$ cat config.mk
export PLATFORM = sky130hd
export DESIGN_NAME = dual_role_modifier_key_remapper_core
export DESIGN_NICKNAME = d
export VERILOG_FILES = /design/src/drmk_pkg.sv /design/src/drmk_front.sv /design/src/drmk_fifo.sv /design/src/drmk_back.sv /design/src/dual_role_modifier_key_remapper_core.sv
export SDC_FILE = /design/constraint.sdc
export NUM_CORES = 1
export LEC_CHECK = 0
export BUFFER_PORTS_ARGS = -buffer_cell sky130_fd_sc_hd__buf_4
export CAP_MARGIN = 20
export CORE_MARGIN = 2
export CORE_UTILIZATION = 30
export CTS_BUF_LIST = sky130_fd_sc_hd__clkbuf_2 sky130_fd_sc_hd__clkbuf_4 sky130_fd_sc_hd__clkbuf_8
export CTS_CLUSTER_SIZE = 20
export DETAILED_ROUTE_END_ITERATION = 16
export GPL_TIMING_DRIVEN = 0
export PLACE_DENSITY = 0.48
export SYNTH_ARGS = -nofsm -noshare
export SYNTH_HDL_FRONTEND = slang
export SYNTH_SLANG_ARGS = --single-unit
$ cat constraint.sdc
create_clock -name clk -period 3.55 [get_ports clk]
set_clock_uncertainty 0.05 [all_clocks]
set_input_delay 0.8875 -clock clk [delete_from_list [all_inputs] [get_ports clk]]
set_output_delay 0.8875 -clock clk [all_outputs]
set_load 0.02 [all_outputs]
$ cat src/drmk_pkg.sv
// Shared types, constants and result-building functions of the dual-role modifier key remapper.
package drmk_pkg;

    // Fixed sizes.
    localparam int KEY_CODES = 256;
    localparam int TABLE_ENTRIES_DEF = 16;
    localparam int QUEUE_DEPTH = 2;
    localparam int ADDR_W = 4;
    localparam int DATA_W = 32;

    // Command codes of an input item.
    localparam logic CMD_KEY = 1'b0;
    localparam logic CMD_LOAD = 1'b1;

    // Key states.
    localparam logic [1:0] ST_RELEASE = 2'd0;
    localparam logic [1:0] ST_PUSH = 2'd1;
    localparam logic [1:0] ST_REPEAT = 2'd2;
    localparam logic [1:0] ST_ALT_REPEAT = 2'd3;

    // Generated events never carry this code; they carry the substitute instead.
    localparam logic [7:0] CODE_ALIAS_FROM = 8'd184;
    localparam logic [7:0] CODE_ALIAS_TO = 8'd100;
    localparam logic [7:0] CODE_NONE = 8'd0;

    // Register indexes (word address bits of the configuration port).
    localparam logic [1:0] REG_CAPS = 2'd0;
    localparam logic [1:0] REG_ESCAPE = 2'd1;
    localparam logic [1:0] REG_COUNT = 2'd2;

    // Register reset values.
    localparam logic [7:0] CAPS_RESET = 8'd58;
    localparam logic [7:0] ESCAPE_RESET = 8'd1;
    localparam logic [4:0] COUNT_RESET = 5'd0;

    // Input item.
    typedef struct packed {
        logic       cmd;
        logic [7:0] key_code;
        logic [1:0] key_state;
        logic [3:0] entry_index;
        logic [7:0] from_mod;
        logic [7:0] from_key;
        logic [7:0] to_mod;
        logic [7:0] to_key;
    } in_t;

    // Result item.
    typedef struct packed {
        logic [7:0] out_code;
        logic [1:0] out_state;
        logic       last_of_run;
    } out_t;

    // One remap table entry as stored.
    typedef struct packed {
        logic [7:0] from_mod;
        logic [7:0] from_key;
        logic [7:0] to_mod;
        logic [7:0] to_key;
    } entry_t;

    // Classified item that travels from the front end to the back end.
    typedef struct packed {
        logic       is_load;
        logic [7:0] key_code;
        logic [1:0] key_state;
        logic [3:0] entry_index;
        entry_t     entry;
    } q_t;

    // One pending result and a list of up to four of them.
    typedef struct packed {
        logic [7:0] code;
        logic [1:0] state;
    } res_t;

    typedef struct packed {
        logic [2:0]      cnt;
        res_t [3:0]      r;
    } plan_t;

    // Code substitution for generated events.
    function automatic logic [7:0] gen_code(input logic [7:0] code);
        return (code == CODE_ALIAS_FROM) ? CODE_ALIAS_TO : code;
    endfunction

    // No results.
    function automatic plan_t plan_none();
        plan_t p;
        p = '0;
        return p;
    endfunction

    // A forwarded event that keeps its own code.
    function automatic plan_t plan_fwd(input logic [7:0] code, input logic [1:0] st);
        plan_t p;
        p = '0;
        p.cnt = 3'd1;
        p.r[0].code = code;
        p.r[0].state = st;
        return p;
    endfunction

    // A single generated event.
    function automatic plan_t plan_gen(input logic [7:0] code, input logic [1:0] st);
        plan_t p;
        p = '0;
        p.cnt = 3'd1;
        p.r[0].code = gen_code(code);
        p.r[0].state = st;
        return p;
    endfunction

    // Press and release of one key.
    function automatic plan_t plan_tap(input logic [7:0] code);
        plan_t p;
        p = '0;
        p.cnt = 3'd2;
        p.r[0].code = gen_code(code);
        p.r[0].state = ST_PUSH;
        p.r[1].code = gen_code(code);
        p.r[1].state = ST_RELEASE;
        return p;
    endfunction

    // A table combo: the key alone, or wrapped in the modifier press and release.
    function automatic plan_t plan_combo(input entry_t e);
        plan_t p;
        p = '0;
        if (e.to_mod == CODE_NONE)
        begin
            p = plan_tap(e.to_key);
        end
        else
        begin
            p.cnt = 3'd4;
            p.r[0].code = gen_code(e.to_mod);
            p.r[0].state = ST_PUSH;
            p.r[1].code = gen_code(e.to_key);
            p.r[1].state = ST_PUSH;
            p.r[2].code = gen_code(e.to_key);
            p.r[2].state = ST_RELEASE;
            p.r[3].code = gen_code(e.to_mod);
            p.r[3].state = ST_RELEASE;
        end
        return p;
    endfunction

    // Unmatched key under a held modifier: replay the modifier press, then forward.
    function automatic plan_t plan_replay(input logic [7:0] mod, input logic [7:0] code,
                                          input logic [1:0] st);
        plan_t p;
        p = '0;
        p.cnt = 3'd2;
        p.r[0].code = gen_code(mod);
        p.r[0].state = ST_PUSH;
        p.r[1].code = code;
        p.r[1].state = st;
        return p;
    endfunction

endpackage

$ cat src/drmk_front.sv
// Front end: accepts input transfers, applies the caps/escape rewrite and classifies items.
module drmk_front
(
    input  logic              clk,
    input  logic              rst_n,
    input  logic              item_valid,
    output logic              item_stall,
    input  drmk_pkg::in_t     item,
    input  logic [7:0]        caps_key,
    input  logic [7:0]        escape_key,
    output logic              q_push,
    output drmk_pkg::q_t      q_data,
    input  logic              q_full
);

    logic         fe_valid_reg;
    logic         fe_valid_next;
    drmk_pkg::q_t fe_data_reg;
    drmk_pkg::q_t fe_data_next;
    logic         accept;
    logic         drop;

    // The staged item moves into the queue whenever the queue has room.
    assign q_push = fe_valid_reg && !q_full;
    assign q_data = fe_data_reg;
    assign item_stall = fe_valid_reg && q_full;
    assign accept = item_valid && !item_stall;

    // Classify the incoming item: rewrite caps, drop escape, fold state 3 into repeat.
    always_comb
    begin
        drop = 1'b0;
        fe_data_next.is_load = (item.cmd == drmk_pkg::CMD_LOAD);
        fe_data_next.key_code = item.key_code;
        fe_data_next.key_state = (item.key_state == drmk_pkg::ST_ALT_REPEAT) ?
                                 drmk_pkg::ST_REPEAT : item.key_state;
        fe_data_next.entry_index = item.entry_index;
        fe_data_next.entry.from_mod = item.from_mod;
        fe_data_next.entry.from_key = item.from_key;
        fe_data_next.entry.to_mod = item.to_mod;
        fe_data_next.entry.to_key = item.to_key;
        if (item.cmd == drmk_pkg::CMD_KEY)
        begin
            if (item.key_code == caps_key)
            begin
                fe_data_next.key_code = escape_key;
            end
            else if (item.key_code == escape_key)
            begin
                drop = 1'b1;
            end
        end
    end

    // Stage valid: a dropped escape leaves no trace.
    always_comb
    begin
        fe_valid_next = fe_valid_reg;
        if (accept)
        begin
            fe_valid_next = !drop;
        end
        else if (q_push)
        begin
            fe_valid_next = 1'b0;
        end
    end

    always_ff @(posedge clk or negedge rst_n)
    begin
        if (!rst_n)
        begin
            fe_valid_reg <= 1'b0;
        end
        else
        begin
            fe_valid_reg <= fe_valid_next;
        end
    end

    // Stage payload.
    always_ff @(posedge clk)
    begin
        if (accept)
        begin
            fe_data_reg <= fe_data_next;
        end
    end

endmodule

$ cat src/drmk_fifo.sv
// Short queue of classified items between the front end and the back end.
module drmk_fifo
(
    input  logic         clk,
    input  logic         rst_n,
    input  logic         push,
    input  drmk_pkg::q_t din,
    output logic         full,
    input  logic         pop,
    output drmk_pkg::q_t dout,
    output logic         empty
);

    localparam int PW = (drmk_pkg::QUEUE_DEPTH > 1) ? $clog2(drmk_pkg::QUEUE_DEPTH) : 1;
    localparam int CW = $clog2(drmk_pkg::QUEUE_DEPTH + 1);

    drmk_pkg::q_t slot_reg [drmk_pkg::QUEUE_DEPTH];
    logic [PW-1:0] wr_ptr_reg;
    logic [PW-1:0] wr_ptr_next;
    logic [PW-1:0] rd_ptr_reg;
    logic [PW-1:0] rd_ptr_next;
    logic [CW-1:0] count_reg;
    logic [CW-1:0] count_next;
    logic          do_push;
    logic          do_pop;

    assign full = (count_reg == CW'(drmk_pkg::QUEUE_DEPTH));
    assign empty = (count_reg == '0);
    assign do_push = push && !full;
    assign do_pop = pop && !empty;
    assign dout = slot_reg[rd_ptr_reg];

    // Pointer and fill count update with wrap at the queue depth.
    always_comb
    begin
        wr_ptr_next = wr_ptr_reg;
        rd_ptr_next = rd_ptr_reg;
        count_next = count_reg;
        if (do_push)
        begin
            wr_ptr_next = (32'(wr_ptr_reg) == drmk_pkg::QUEUE_DEPTH - 1) ? '0 :
                          wr_ptr_reg + PW'(1);
        end
        if (do_pop)
        begin
            rd_ptr_next = (32'(rd_ptr_reg) == drmk_pkg::QUEUE_DEPTH - 1) ? '0 :
                          rd_ptr_reg + PW'(1);
        end
        if (do_push && !do_pop)
        begin
            count_next = count_reg + CW'(1);
        end
        else if (do_pop && !do_push)
        begin
            count_next = count_reg - CW'(1);
        end
    end

    always_ff @(posedge clk or negedge rst_n)
    begin
        if (!rst_n)
        begin
            wr_ptr_reg <= '0;
            rd_ptr_reg <= '0;
            count_reg <= '0;
        end
        else
        begin
            wr_ptr_reg <= wr_ptr_next;
            rd_ptr_reg <= rd_ptr_next;
            count_reg <= count_next;
        end
    end

    // Queue storage.
    always_ff @(posedge clk)
    begin
        if (do_push)
        begin
            slot_reg[wr_ptr_reg] <= din;
        end
    end

endmodule

$ cat src/drmk_back.sv
// Back end: holds the modifier state, the remap table and the flags, and emits results.
module drmk_back
#(
    parameter int TABLE_ENTRIES = drmk_pkg::TABLE_ENTRIES_DEF
)
(
    input  logic           clk,
    input  logic           rst_n,
    input  logic           q_valid,
    input  drmk_pkg::q_t   q_data,
    output logic           q_pop,
    input  logic [4:0]     entry_count,
    output logic           result_valid,
    input  logic           result_stall,
    output drmk_pkg::out_t result
);

    localparam int AW = (TABLE_ENTRIES > 1) ? $clog2(TABLE_ENTRIES) : 1;
    localparam int CW = $clog2(TABLE_ENTRIES + 1);

    typedef enum logic [5:0] {
        S_IDLE   = 6'b000001,
        S_DECIDE = 6'b000010,
        S_RD     = 6'b000100,
        S_CMP    = 6'b001000,
        S_CACHED = 6'b010000,
        S_EMIT   = 6'b100000
    } state_t;

    state_t state_reg;
    state_t state_next;

    // Modifier tracking state.
    logic          amv_reg;
    logic          amv_next;
    logic [7:0]    amc_reg;
    logic [7:0]    amc_next;
    logic          consumed_reg;
    logic          consumed_next;
    logic          cached_valid_reg;
    logic          cached_valid_next;
    logic [AW-1:0] cached_entry_reg;
    logic [AW-1:0] cached_entry_next;
    logic [7:0]    pc_reg;
    logic [7:0]    pc_next;
    logic [drmk_pkg::KEY_CODES-1:0] flags_reg;
    logic [drmk_pkg::KEY_CODES-1:0] flags_next;

    // Current key event, search index and pending results.
    logic [7:0]      code_reg;
    logic [7:0]      code_next;
    logic [1:0]      st_reg;
    logic [1:0]      st_next;
    logic [AW-1:0]   idx_reg;
    logic [AW-1:0]   idx_next;
    drmk_pkg::plan_t plan_reg;
    drmk_pkg::plan_t plan_next;
    logic [1:0]      ptr_reg;
    logic [1:0]      ptr_next;

    // Output register.
    logic           out_valid_reg;
    logic           out_valid_next;
    drmk_pkg::out_t out_data_reg;
    drmk_pkg::out_t out_data_next;

    // Table memory.
    drmk_pkg::entry_t mem [TABLE_ENTRIES];
    drmk_pkg::entry_t rd_data_reg;
    logic [AW-1:0]    rd_addr;
    logic             mem_we;
    logic [AW-1:0]    mem_waddr;

    // Helpers.
    logic [CW-1:0]   n_lim;
    logic            is_last;
    logic            flag_hit;
    logic            dual;
    logic            match;
    logic            can_load;
    logic            res_last;
    logic            done;
    drmk_pkg::plan_t plan_v;

    assign result_valid = out_valid_reg;
    assign result = out_data_reg;
    assign can_load = !out_valid_reg || !result_stall;
    assign q_pop = (state_reg == S_IDLE) && q_valid;
    assign mem_waddr = AW'(q_data.entry_index);

    // Number of entries searched, capped at the table size.
    assign n_lim = (32'(entry_count) > 32'(TABLE_ENTRIES)) ? CW'(TABLE_ENTRIES) :
                   CW'(entry_count);
    assign is_last = ((32'(idx_reg) + 32'd1) == 32'(n_lim));

    // Dual-role test on the current key.
    assign flag_hit = flags_reg[code_reg];
    assign dual = flag_hit && ((!amv_reg && (pc_reg == 8'd0)) ||
                               (amv_reg && (amc_reg == code_reg)));
    assign match = (rd_data_reg.from_mod == amc_reg) && (rd_data_reg.from_key == code_reg);
    assign res_last = ({1'b0, ptr_reg} == (plan_reg.cnt - 3'd1));

    // The cached entry is read while deciding; otherwise the search index drives the port.
    assign rd_addr = (state_reg == S_DECIDE) ? cached_entry_reg : idx_reg;

    // Sequencer.
    always_comb
    begin
        state_next = state_reg;
        amv_next = amv_reg;
        amc_next = amc_reg;
        consumed_next = consumed_reg;
        cached_valid_next = cached_valid_reg;
        cached_entry_next = cached_entry_reg;
        pc_next = pc_reg;
        flags_next = flags_reg;
        code_next = code_reg;
        st_next = st_reg;
        idx_next = idx_reg;
        plan_next = plan_reg;
        ptr_next = ptr_reg;
        out_valid_next = out_valid_reg;
        out_data_next = out_data_reg;
        mem_we = 1'b0;
        done = 1'b0;
        plan_v = drmk_pkg::plan_none();

        // Output register drains independently of the sequencer.
        if (!result_stall)
        begin
            out_valid_next = 1'b0;
        end

        case (state_reg)
            S_IDLE:
            begin
                if (q_valid)
                begin
                    if (q_data.is_load)
                    begin
                        if (32'(q_data.entry_index) < 32'(TABLE_ENTRIES))
                        begin
                            mem_we = 1'b1;
                            flags_next[q_data.entry.from_mod] = 1'b1;
                        end
                    end
                    else
                    begin
                        code_next = q_data.key_code;
                        st_next = q_data.key_state;
                        state_next = S_DECIDE;
                    end
                end
            end

            S_DECIDE:
            begin
                if (dual)
                begin
                    if (st_reg == drmk_pkg::ST_PUSH)
                    begin
                        amv_next = 1'b1;
                        amc_next = code_reg;
                        done = 1'b1;
                    end
                    else if (st_reg == drmk_pkg::ST_RELEASE)
                    begin
                        amv_next = 1'b0;
                        consumed_next = 1'b0;
                        if (cached_valid_reg)
                        begin
                            // Cached entry is being read this cycle.
                            state_next = S_CACHED;
                        end
                        else
                        begin
                            if (!consumed_reg)
                            begin
                                plan_v = drmk_pkg::plan_tap(code_reg);
                            end
                            done = 1'b1;
                        end
                    end
                    else
                    begin
                        if (!consumed_reg)
                        begin
                            plan_v = drmk_pkg::plan_gen(code_reg, drmk_pkg::ST_PUSH);
                        end
                        amv_next = 1'b0;
                        consumed_next = 1'b0;
                        done = 1'b1;
                    end
                end
                else if (amv_reg)
                begin
                    if (n_lim == '0)
                    begin
                        plan_v = drmk_pkg::plan_replay(amc_reg, code_reg, st_reg);
                        amv_next = 1'b0;
                        consumed_next = 1'b0;
                        done = 1'b1;
                    end
                    else
                    begin
                        idx_next = '0;
                        state_next = S_RD;
                    end
                end
                else
                begin
                    plan_v = drmk_pkg::plan_fwd(code_reg, st_reg);
                    done = 1'b1;
                end

                // Pressed count and cached flag follow the key state.
                if (st_reg == drmk_pkg::ST_PUSH)
                begin
                    if (pc_reg != 8'hFF)
                    begin
                        pc_next = pc_reg + 8'd1;
                    end
                end
                else if (st_reg == drmk_pkg::ST_RELEASE)
                begin
                    cached_valid_next = 1'b0;
                    if (pc_reg != 8'd0)
                    begin
                        pc_next = pc_reg - 8'd1;
                    end
                end
            end

            S_RD:
            begin
                state_next = S_CMP;
            end

            S_CMP:
            begin
                if (match)
                begin
                    if (st_reg == drmk_pkg::ST_RELEASE)
                    begin
                        plan_v = drmk_pkg::plan_combo(rd_data_reg);
                        consumed_next = 1'b1;
                    end
                    else if (st_reg == drmk_pkg::ST_PUSH)
                    begin
                        cached_valid_next = 1'b1;
                        cached_entry_next = idx_reg;
                    end
                    done = 1'b1;
                end
                else if (is_last)
                begin
                    plan_v = drmk_pkg::plan_replay(amc_reg, code_reg, st_reg);
                    amv_next = 1'b0;
                    consumed_next = 1'b0;
                    done = 1'b1;
                end
                else
                begin
                    idx_next = idx_reg + AW'(1);
                    state_next = S_RD;
                end
            end

            S_CACHED:
            begin
                plan_v = drmk_pkg::plan_combo(rd_data_reg);
                done = 1'b1;
            end

            S_EMIT:
            begin
                if (can_load)
                begin
                    out_valid_next = 1'b1;
                    out_data_next.out_code = plan_reg.r[ptr_reg].code;
                    out_data_next.out_state = plan_reg.r[ptr_reg].state;
                    out_data_next.last_of_run = res_last;
                    ptr_next = ptr_reg + 2'd1;
                    if (res_last)
                    begin
                        state_next = S_IDLE;
                    end
                end
            end

            default:
            begin
                state_next = S_IDLE;
            end
        endcase

        // Hand the finished result list to the emitter.
        if (done)
        begin
            plan_next = plan_v;
            ptr_next = 2'd0;
            state_next = (plan_v.cnt == 3'd0) ? S_IDLE : S_EMIT;
        end
    end

    // Control state.
    always_ff @(posedge clk or negedge rst_n)
    begin
        if (!rst_n)
        begin
            state_reg <= S_IDLE;
            amv_reg <= 1'b0;
            amc_reg <= 8'd0;
            consumed_reg <= 1'b0;
            cached_valid_reg <= 1'b0;
            cached_entry_reg <= '0;
            pc_reg <= 8'd0;
            flags_reg <= '0;
            out_valid_reg <= 1'b0;
        end
        else
        begin
            state_reg <= state_next;
            amv_reg <= amv_next;
            amc_reg <= amc_next;
            consumed_reg <= consumed_next;
            cached_valid_reg <= cached_valid_next;
            cached_entry_reg <= cached_entry_next;
            pc_reg <= pc_next;
            flags_reg <= flags_next;
            out_valid_reg <= out_valid_next;
        end
    end

    // Payload registers.
    always_ff @(posedge clk)
    begin
        code_reg <= code_next;
        st_reg <= st_next;
        idx_reg <= idx_next;
        plan_reg <= plan_next;
        ptr_reg <= ptr_next;
        out_data_reg <= out_data_next;
    end

    // Remap table: one write port, one registered read port.
    always_ff @(posedge clk)
    begin
        if (mem_we)
        begin
            mem[mem_waddr] <= q_data.entry;
        end
        rd_data_reg <= mem[rd_addr];
    end

endmodule

$ cat src/dual_role_modifier_key_remapper_core.sv
// Top level of the dual-role modifier key remapper: configuration registers and the two ends.
//
// Key events and table loads enter on the item channel; each key event gives zero to four
// result transfers, the last marked by last_of_run. The front end takes one item per cycle
// while its queue has room. The back end handles one item at a time: a table load is written
// from the idle state; a key event is decided, then, when a modifier is held, the table entries
// are read and compared one by one (the table is one memory with a single registered read
// port, searched in entry order), a cached combo is fetched on release, and the results go out.
// Registers: caps_key at 0x0, escape_key at 0x4, entry_count at 0x8; write them only while
// the block is idle. Table entries read as undefined until loaded.
module dual_role_modifier_key_remapper_core
#(
    parameter int TABLE_ENTRIES = drmk_pkg::TABLE_ENTRIES_DEF
)
(
    input  logic                        clk,
    input  logic                        rst_n,
    input  logic                        item_valid,
    output logic                        item_stall,
    input  drmk_pkg::in_t               item,
    output logic                        result_valid,
    input  logic                        result_stall,
    output drmk_pkg::out_t              result,
    input  logic                        psel,
    input  logic                        penable,
    input  logic                        pwrite,
    input  logic [drmk_pkg::ADDR_W-1:0] paddr,
    input  logic [drmk_pkg::DATA_W-1:0] pwdata,
    output logic [drmk_pkg::DATA_W-1:0] prdata,
    output logic                        pready
);

    logic [7:0]   caps_reg;
    logic [7:0]   caps_next;
    logic [7:0]   escape_reg;
    logic [7:0]   escape_next;
    logic [4:0]   count_reg;
    logic [4:0]   count_next;
    logic         cfg_wr;
    logic         q_push;
    logic         q_full;
    logic         q_pop;
    logic         q_empty;
    drmk_pkg::q_t q_in;
    drmk_pkg::q_t q_out;

    assign pready = 1'b1;
    assign cfg_wr = psel && penable && pwrite && pready;

    // Register writes.
    always_comb
    begin
        caps_next = caps_reg;
        escape_next = escape_reg;
        count_next = count_reg;
        if (cfg_wr)
        begin
            case (paddr[3:2])
                drmk_pkg::REG_CAPS:   caps_next = pwdata[7:0];
                drmk_pkg::REG_ESCAPE: escape_next = pwdata[7:0];
                drmk_pkg::REG_COUNT:  count_next = pwdata[4:0];
                default:              ;
            endcase
        end
    end

    // Register reads.
    always_comb
    begin
        case (paddr[3:2])
            drmk_pkg::REG_CAPS:   prdata = {24'd0, caps_reg};
            drmk_pkg::REG_ESCAPE: prdata = {24'd0, escape_reg};
            drmk_pkg::REG_COUNT:  prdata = {27'd0, count_reg};
            default:              prdata = '0;
        endcase
    end

    always_ff @(posedge clk or negedge rst_n)
    begin
        if (!rst_n)
        begin
            caps_reg <= drmk_pkg::CAPS_RESET;
            escape_reg <= drmk_pkg::ESCAPE_RESET;
            count_reg <= drmk_pkg::COUNT_RESET;
        end
        else
        begin
            caps_reg <= caps_next;
            escape_reg <= escape_next;
            count_reg <= count_next;
        end
    end

    // Front end: accept and classify.
    drmk_front u_front
    (
        .clk        (clk),
        .rst_n      (rst_n),
        .item_valid (item_valid),
        .item_stall (item_stall),
        .item       (item),
        .caps_key   (caps_reg),
        .escape_key (escape_reg),
        .q_push     (q_push),
        .q_data     (q_in),
        .q_full     (q_full)
    );

    // Queue between the two ends.
    drmk_fifo u_fifo
    (
        .clk   (clk),
        .rst_n (rst_n),
        .push  (q_push),
        .din   (q_in),
        .full  (q_full),
        .pop   (q_pop),
        .dout  (q_out),
        .empty (q_empty)
    );

    // Back end: carry out loads and key events.
    drmk_back
    #(
        .TABLE_ENTRIES (TABLE_ENTRIES)
    )
    u_back
    (
        .clk          (clk),
        .rst_n        (rst_n),
        .q_valid      (!q_empty),
        .q_data       (q_out),
        .q_pop        (q_pop),
        .entry_count  (count_reg),
        .result_valid (result_valid),
        .result_stall (result_stall),
        .result       (result)
    );

endmodule

# [Word level (Yosys, flattened, before mapping)]
# Memory sizes are Yosys's and may differ from the RTL's. A register that Yosys moved wholly into a read port is not among the register bits.
# Cells that the tools add are included.
[word_totals] latch_bits=0 inputBits=90 ramBits=606 output_inout_bits=46 n_memories=2 wordCells=267 mem_bits_ro=0 register_bits=429
[classes] bitwise=4 order_cmp=5 reduce_logical=53 n_mul=0 muxes=101 n_addsub=10 n_eq_ne=52 shift=0 div_mod_pow=0
[mem_list] name="u_back.mem" words=16 word_bits=32 read_ports=1 rd_clocked_by_memory_dff=1 wr=1 line="drmk_back.sv:68" text="drmk_pkg::entry_t mem [TABLE_ENTRIES];"
[mem_list] name="u_fifo.slot_reg" words=2 word_bits=47 read_ports=1 rd_clocked_by_memory_dff=0 wr=1 line="drmk_fifo.sv:17" text="drmk_pkg::q_t slot_reg [drmk_pkg::QUEUE_DEPTH];"
[op_table] operator="two-way mux 43 bit" n=7
[op_table] operator="bitwise OR 256 bit" n=1
[op_table] operator="two-way mux 42 bit" n=4
[op_table] operator="one-hot mux 43 bit (3 select lines)" n=1
[op_table] operator="two-way mux 6 bit" n=14
[op_table] operator="two-way mux 8 bit" n=10
[op_table] operator="two-way mux 1 bit" n=44
[op_table] operator="two-way mux 41 bit" n=1
[op_table] operator="equality test 8 bit" n=5
[op_table] operator="one-hot mux 6 bit (6 select lines)" n=1
[op_table] operator="equality test 32 x 5 -> 1 bit" n=1
[op_table] operator="equality test 8 bit, second input constant" n=4
[op_table] operator="two-way mux 4 bit" n=6
[op_table] operator="one-hot mux 8 bit (3 select lines)" n=1
[op_table] operator="binary-select mux 10 bit (select 2 bit)" n=1
[op_table] operator="less-than comparator 8 x 9 -> 1 bit, second input constant" n=2
[op_table] operator="AND reduction 6 bit" n=3
[op_table] operator="logical NOT 8 bit" n=2
[op_table] operator="logical AND 1 bit" n=15
[op_table] operator="!= test 2 bit, second input constant" n=7
[op_table] operator="!= test 2 x 1 -> 1 bit, second input constant" n=6
[op_table] operator="!= test 3 x 1 -> 1 bit, second input constant" n=4
[op_table] operator="!= test 3 bit, second input constant" n=4
[op_table] operator="AND reduction 12 bit" n=1
[op_table] operator="other kinds (45)" n=80

# [Logic depth before layout (Yosys ltp)]
# Gate-level depths: netlist of the first run.
[logic_depth] word_depth=11 ltp_mapped=14 depth_no_buf=11

# [By module]
# From an unflattened synthesis of the first run, not the netlist that was laid out.
[hier_totals] cells_unflattened=3018 hier_area_um2=43738.2
[by_module_without_submodules] module="drmk_back" area_per_inst_um2=37108.1 instances=1 seq_area_each_um2=25135.4 cells_each=2669
[by_module_without_submodules] module="drmk_fifo" area_per_inst_um2=3667.3 instances=1 seq_area_each_um2=2922.8 cells_each=165
[by_module_without_submodules] module="drmk_front" area_per_inst_um2=1756.7 instances=1 seq_area_each_um2=1436.4 cells_each=85
[by_module_without_submodules] module="dual_role_modifier_key_remapper_core" area_per_inst_um2=1206.2 instances=1 seq_area_each_um2=531.8 cells_each=99

# [Worst setup path after synthesis of the first run]
# OpenSTA, ideal clock, no wires.
[synth_path] path_type="reg2reg" from="reg u_fifo.rd_ptr_reg" to="mem u_back.mem[1][0] (netlist name) (enable)" n_path_buf=3 t_required_ns=3.079 setup_ns=0.421 period_less_slack_ns=3.532 stages_incl_launch_ff=7 path_slack_ns=0.018 t_arrival_ns=3.061 path_cell_list="dfrtp_1 > clkbuf_1 > clkbuf_1 > clkbuf_1 > nand2_1 > o32a_1 > nor2_1"
[synth_between] elab_chain_cells=6
[synth_rtl] element="start: declaration" line="drmk_fifo.sv:20" text="logic [PW-1:0] rd_ptr_reg;"
[synth_rtl] element="start signal: assignment" line="drmk_fifo.sv:70" text="rd_ptr_reg <= rd_ptr_next;"
[synth_rtl] element="memory read (2 x 47 bit) *"
[synth_rtl] element="two-way mux 1 bit" line="drmk_back.sv:139" text="if (q_data.is_load)"
[synth_rtl] element="two-way mux 1 bit" line="drmk_back.sv:137" text="if (q_valid)"
[synth_rtl] element="two-way mux 1 bit" line="drmk_back.sv:134" text="case (state_reg)"
[synth_rtl] element="two-way mux 1 bit" line="drmk_back.sv:349" text="if (mem_we)"
[synth_rtl] element="two-way mux 1 bit (implied by the code)" line="drmk_back.sv:351" text="mem[mem_waddr] <= q_data.entry;"
[synth_rtl] element="end: declaration" line="drmk_back.sv:68"
# Mark *: on every way between the ends. The rest lies on a longest branch, timed or not.

# [Worst setup path in the final report of the first run]
[layout_path] from="reg u_back.code_reg[0]" to="reg u_back.plan_reg[37] (netlist name) (enable)"
[layout_between] elab_chain_cells=6 word_cells_on_any_way=11 cone_classes="eq/ne (2); mux (5); reduce/logical (4)"
[layout_rtl] element="start: declaration" line="drmk_back.sv:50" text="logic [7:0] code_reg;"
[layout_rtl] element="start signal: assignment" line="drmk_back.sv:338" text="code_reg <= code_next;"
[layout_rtl] element="parallel branches: the longest is 5 deep, another holds binary-select mux 1 bit (select 8 bit)"
[layout_rtl] element="one-hot mux 1 bit (3 select lines) *" line="drmk_back.sv:134"
[layout_rtl] element="net u_back.done" line="drmk_back.sv:82" text="logic done;"
[layout_rtl] element="end signal: assignment" line="drmk_back.sv:341" text="plan_reg <= plan_next;"
[layout_rtl] element="end: declaration" line="drmk_back.sv:56" text="drmk_pkg::plan_t plan_reg;"
# Mark *: on every way through the listed nets, which the timed path passes. The select of a mux whose other input is x is not followed.
# A chain may end at the register's enable or synchronous reset.

==> run_results.csv, run 1 <==
group,metric,value,unit
timing,min_period_over_period,100,%
status,status,"finished, violations left",
clock_tree,htreeDepth,4,
synth,synth_flop_cell,"edfxtp_1",
finish,fill_cells,13800,
placement,place_congestion,0.830,
global_route,grt_remaining_overflow,0,
synth,ys_types,73,
power,p_sw,6.89,mW
route,via_count,27100,
timing,hold_viol_final,0,
route,routedWlPerCell,23.3,um
global_route,antenna_found_initial,6,
setup_path,startpoint_type,"flip-flop",
synth,ys_seq_area_share,69.2,%
floorplanning,initial_core_util,30.2,%
setup_path,path_cells,"buf_6 > buf_12 > mux4_2 > mux4_2 > mux2i_4 > o211ai_1 > nand3_4 > buf_6 > o21ai_4 > o21ai_4 > buf_6 > or2_4",
timing,fin_ws,-0.0129,ns
synth,synthArstFlopShare,29.4,%
route,ant_nets,0,
job,cap_violations,0,
synth,synth_edf_count,717,
setup_path,crit_top_cell,"buf_6",
placement,dpl_worst_slack,-2.20,ns
setup_path,cp-end-kind,"flip-flop",
power,ir_drop,0.413,mV
clock_tree,cts_sinks,1063,
floorplanning,die_area,0.148,mm^2
route,drtIter0Drc,2192,
finish,area_delta_synth_final,20.9,%
setup_path,max_stage_delay,0.54,ns
global_route,grt_max_degree,100,
worst_hold_path,hp-class,"input port to flip-flop",
floorplanning,die_h,384,um
timing,fmax,281,MHz
timing,rsz0062_at_grt,"true",
power,total_power,28.0,mW
clock_tree,clk_latency,0.91,ns
timing,drv_slew,0,
floorplanning,std_cell_rows,139,
power,power_per_cell_area,533,mW/mm^2
synth,ys_warn_count,0,
setup_path,worstPathArrival,4.07,ns
floorplanning,die_w,384,um
route,drtPass1Iterations,11,
setup_path,r2r_start,"u_back.code_reg[0]",
floorplanning,ios,136,
power,seqPwrFrac,51.9,%
timing,relSlewSlack,19.7,%
global_route,grt_pass1_vias,27400,
timing,tightest_slew,1.20,ns
setup_path,endpoint,"u_back.plan_reg[37]",
placement,hpwl,85.5,mm
finish,design.final.nets,3526,
power,leakage,18.9,nW
power,netSwitchingFraction,24.6,%
status,failed_checks,"DRC, setup timing",
clock_tree,cts_tree,"built",
synth,ys_ff_latch,1063,
timing,post-route-min-period,3.56,ns
clock_tree,cts_buffers,188,
placement,port_buffers,84,
synth,syn_area,0.0434,mm^2
route,routed_wl,128,mm
power,p_clk_share,40.9,%
finish,largest_reg_flops,512,
timing,setup_viol,7,
setup_path,r2r_slack,-0.01,ns
synth,synthTopCellsByArea,"edfxtp_1, dfrtp_1, o21bai_1",
global_route,grt_pass1_wl,187,mm
route,drc,9,
synth,syn_area_per_cell,14.3,um^2
setup_path,reg2regPathDepth,12,
route,vias_per_cell,4.96,
clock_tree,cts.reportedPaths.clkPinSlew,0.06,ns
clock_tree,clk_path_buf_depth,3,
setup_path,worstSetupStartpoint,"u_back.code_reg[0]",
setup_path,cp_max_fo,9,
power,comb_power_share,7.1,%
finish,design_area,0.0525,mm^2
synth,synth_cells,3043,
setup_path,critical_path.slowest_cell,"mux4_2",
synth,synth_top_area_share,49.6,%
global_route,track_usage,17.2,%
floorplanning,core_area,0.144,mm^2
placement,postPlaceCellArea,0.0472,mm^2
setup_path,crit_type,"flip-flop to flip-flop",
synth,yosysTopAreaCell,"edfxtp_1",
clock_tree,cts_root_buf,"clkbuf_8",
setup_path,required,4.06,ns
finish,drive_gt1_share,25.6,%
setup_path,r2r_end,"u_back.plan_reg[37]",
power,intPower,21.1,mW
[layout make-up]
| class | count | area, um^2 | share of cell area [%] |
|---|---|---|---|
| Inverter | 29 | 114 | 0.217 |
| Tap cell | 1903 | 2380 | 4.54 |
| Sequential cell | 1063 | 30000 | 57.2 |
| Clock inverter | 57 | 432 | 0.823 |
| Clock buffer | 272 | 3360 | 6.41 |
| Buffer | 214 | 1290 | 2.47 |
| Antenna cell | 1 | 2.50 | 0.00477 |
| Multi-Input combinational cell | 1763 | 13000 | 24.7 |
| Timing Repair Buffer | 167 | 1890 | 3.61 |
[Yosys cell counts, drive strengths merged (13+ instances only)]
library cell,n
edfxtp,717
nand2,364
dfrtp,306
o21bai,245
a211oi,167
clkbuf,161
and2,136
nor2,103
a21oi,84
mux2,78
a31oi,73
mux4,70
a311oi,64
buf,57
o21ai,47
mux2i,36
dfxtp,34
xnor2,33
xor2,31
inv,27
nor4,18
a31o,17
nand3,17
nor2b,17
a22oi,15
nor3,13
[per-layer routing]
layer | track usage [%] | wire length [um] | vias up
li1 | - | - | 12300
met1 | 23.6 | 57300 | 13900
met2 | 27.6 | 60200 | 836
met3 | 3.33 | 7140 | 188
met4 | 4.84 | 2970 | 2
met5 | 0 | 13 | -
[kinds of logic (layout without fill, tap and decap cells)]
logic type | count (synthesis) | in the layout | share of synthesized area, %
flops | 1063 | 1063 | 69.2
compound gates | 746 | 746 | 12.3
simple gates | 727 | 734 | 7.85
buf+inv | 247 | 739 | 2.58
mux | 184 | 184 | 6.49
xor+xnor | 64 | 64 | 1.29
fa+ha+maj | 10 | 10 | 0.306
other cells | 2 | 26 | 0.0173
[worst min-delay path by stage]
stage                       start                      to  slack, ns  cells after the start
6_report                  item[0]       u_front.q_data[0]       0.12                      1
3_3_place_gp   u_front.q_data[31]  u_fifo.slot_reg[0][31]       0.37                      0
3_5_place_dp   u_front.q_data[40]  u_fifo.slot_reg[0][40]       0.38                      0
4_1_cts                  item[17]      u_front.q_data[17]       0.03                      1
2_1_floorplan   u_front.q_data[0]   u_fifo.slot_reg[0][0]       0.37                      0
5_1_grt                   item[0]       u_front.q_data[0]       0.04                      1
[power by group through the flow]
stage	Clock, mW	Sequential [mW]	Combinational [mW]
floorplan	0	14.7	1.06
global placement	0	14.8	1.88
detailed placement	0	14.8	2.00
CTS	11.8	14.5	2.03
global route	12.3	14.6	2.21
finish	11.5	14.5	2.00
[cells in the final DEF (no fill, tap or decap), types with 18 or more instances in the layout]
cell type	synthesis	layout
edfxtp_1	717	717
nand2_1	364	353
dfrtp_1	306	305
o21bai_1	245	245
clkbuf_8	0	212
a211oi_1	166	163
buf_4	31	154
and2_1	128	127
clkbuf_2	0	81
nor2_1	103	77
clkbuf_4	0	77
mux2_2	78	77
mux4_2	70	70
a31oi_1	73	70
a21oi_1	83	65
a311oi_1	64	64
clkbuf_1	161	55
o21ai_0	45	35
dfxtp_1	34	34
xnor2_1	33	33
buf_12	2	31
xor2_1	31	31
inv_1	27	26
mux2i_1	36	25
conb_1	2	25
clkinv_1	2	22
nor2_4	0	21
a21oi_2	1	18
[worst max-delay path, delay by kind of cell (launching register included)]
| family | cells | cell delay (ns) |
|---|---|---|
| muxes | 3 | 1.28 |
| buffers and inverters | 4 | 0.62 |
| AOI/OAI and AO/OA | 3 | 0.54 |
| and+or+nand+nor | 2 | 0.37 |
| DFF | 1 | 0.35 |
[metrics by stage]
step / utilization (%) / instances / TNS, ns / hold slack, ns
2_1_floorplan: - / 3066 / 0 / 0.371
3_3_place_gp: 32.4 / 5053 / -2082.29 / 0.372
3_5_place_dp: 32.8 / 5079 / -515.64 / 0.380
4_1_cts: 36.3 / 5454 / -0.0388 / 0.0257
5_1_grt: 36.5 / 5469 / -2.64 / 0.0439
6_report: 36.5 / 5469 / -0.0646 / 0.123
[repair_timing]
action / CTS / global route
buffers inserted: 43 / 9
pin swaps: 14 / 10
endpoints found under the setup margin: 886 / 289
endpoints found under the hold margin: 35 / 0
hold buffers: 1 / 0
gates resized for setup: 209 / 100
gates cloned: 6 / 5
Note: power is estimated with default switching activity, not from simulation.
==> run 2: changes to the inputs <==
- CORE_UTILIZATION: 30 -> 48
- PLACE_DENSITY: 0.48 -> 0.69
==> run 2 against run 1 <==
Against the previous run:
- the flow now finishes without violations
- cell area is 3.6% lower
- core utilization up 20 points
- worst hold slack improved by 0.025 ns
- first-iteration DRC count rose by 35%
==> run_results.csv, run 2 (same netlist as run 1, synthesis figures left out) <==
group,metric,value,unit
status,status,"finished, final reports clean",
setup_path,critical_path.slowest_cell,"a41oi_2",
placement,port_buffers,84,
timing,fin_ws,0.00781,ns
power,power_per_cell_area,541,mW/mm^2
clock_tree,clk_latency,0.89,ns
setup_path,crit_type,"flip-flop to flip-flop",
setup_path,cp_max_fo,10,
worst_hold_path,hp-class,"input port to flip-flop",
route,routedWlPerCell,24.1,um
timing,rsz0062_at_grt,"true",
finish,instances_no_fill,4693,
power,total_power,27.4,mW
finish,final_cell_mix,"edfxtp_1, nand2_1, dfrtp_1",
finish,utilization,56.4,%
route,routed_wl,113,mm
floorplanning,die_w,305,um
finish,final_common_cell,"edfxtp_1",
power,ir_drop,0.476,mV
timing,setup_tns,0,ns
finish,largest_reg_flops,512,
placement,hpwl,74.8,mm
route,vias_per_cell,5.86,
timing,min_period_over_period,99.8,%
clock_tree,htreeDepth,4,
placement,place_congestion,0.909,
timing,hold_ws,0.147,ns
finish,drive_gt1_share,23.2,%
timing,setup_viol,0,
route,ant_nets,0,
clock_tree,clk_path_buf_depth,3,
setup_path,worstPathArrival,4.05,ns
timing,fmax,282,MHz
floorplanning,ios,136,
route,drtIter0Drc,2953,
route,drtPass1Iterations,5,
floorplanning,std_cell_rows,110,
global_route,grt_pass1_vias,27400,
floorplanning,core_area,0.0897,mm^2
placement,dpl_worst_slack,-1.85,ns
timing,hold_viol_final,0,
finish,area_delta_synth_final,16.6,%
clock_tree,cts_tree,"built",
timing,post-route-min-period,3.54,ns
setup_path,max_stage_delay,0.47,ns
setup_path,crit_top_cell,"clkbuf_4",
global_route,antenna_found_initial,2,
clock_tree,cts_buffers,170,
global_route,grt_remaining_overflow,0,
clock_tree,cts_sinks,1063,
global_route,track_usage,24.3,%
global_route,grt_max_degree,113,
job,cap_violations,0,
finish,design_area,0.0506,mm^2
floorplanning,die_h,305,um
placement,postPlaceCellArea,0.0462,mm^2
power,leakage,18.5,nW
finish,design.final.nets,3478,
setup_path,required,4.05,ns
timing,tightest_slew,0.830,ns
route,drc,0,
setup_path,cp-end-kind,"flip-flop",
floorplanning,initial_core_util,48.4,%
floorplanning,die_area,0.0928,mm^2
global_route,grt_pass1_wl,169,mm
route,via_count,27500,
setup_path,startpoint_type,"flip-flop",
setup_path,path_cells,"clkbuf_4 > clkbuf_4 > xor2_1 > nor4_1 > nand3_1 > o21ai_2 > o31a_1 > buf_4 > nand3_4 > a41oi_2 > o31ai_1 > a22o_1",
clock_tree,cts_root_buf,"clkbuf_8",
placement,dp_cells,4351,
clock_tree,cts.reportedPaths.clkPinSlew,0.08,ns
timing,relSlewSlack,44.6,%
timing,drv_slew,0,
## run 2: critical path: cells and delay by family, from the launching register on
family	cells	cell delay, ns
xor gates and xnor gates	1	0.17
and+or+nand+nor	3	0.57
DFF	1	0.46
buffers and inverters	3	0.67
AOI/OAI and AO/OA	5	1.27
## run 2: worst paths after layout
path / start / endpoint / slack [ns] / cells after the start
max reg2reg: u_back.code_reg[3] / u_back.plan_reg[16] / 0.008 / 12
min in group asynchronous: rst_n / u_back.flags_reg[111] / 0.62 / 2
min: item[23] / u_front.q_data[23] / 0.15 / 1
min reg2reg: u_front.q_data[43] / u_fifo.slot_reg[1][43] / 0.37 / 0
max: u_back.code_reg[3] / u_back.plan_reg[16] / 0.008 / 12
max in group asynchronous: rst_n / u_back.state_reg[4] / 1.78 / 3
## run 2: area by class of cell
class | count | area (um^2)
diodes | 1 | 2.50
plain buffers | 214 | 1220
clock buffers | 239 | 2910
clock inverters | 71 | 632
fillers | 7101 | 39100
inverters | 29 | 111
multi-input cells | 1759 | 12800
flip-flops and latches | 1063 | 30000
well taps | 1176 | 1470
repair buffers | 141 | 1480
## run 2: where the power goes
part           leakage [nW]  internal [mW]  switching, mW
Combinational          5.63          0.505           1.46
Clock                  1.87           5.84           5.06
Sequential             11.0           14.3          0.243
## run 2: metal layers
metal,share of wire (%),wire length [um],up-vias,global-route usage (%)
met3,8.1,9170,214,5.07
met2,47,53200,1311,37.8
met1,42,47700,13800,33.7
met5,0.011,13,-,0
met4,2.8,3200,2,9.51
li1,-,-,12200,-
## run 2: repair_timing
action | 4_1_cts | 5_1_grt
resized for setup | 129 | 101
endpoints found under the hold margin | 29 | 0
cloned | 3 | 1
pin swaps | 6 | 12
buffers inserted | 25 | 5
setup endpoints to repair | 736 | 265
hold buffers | 1 | 0
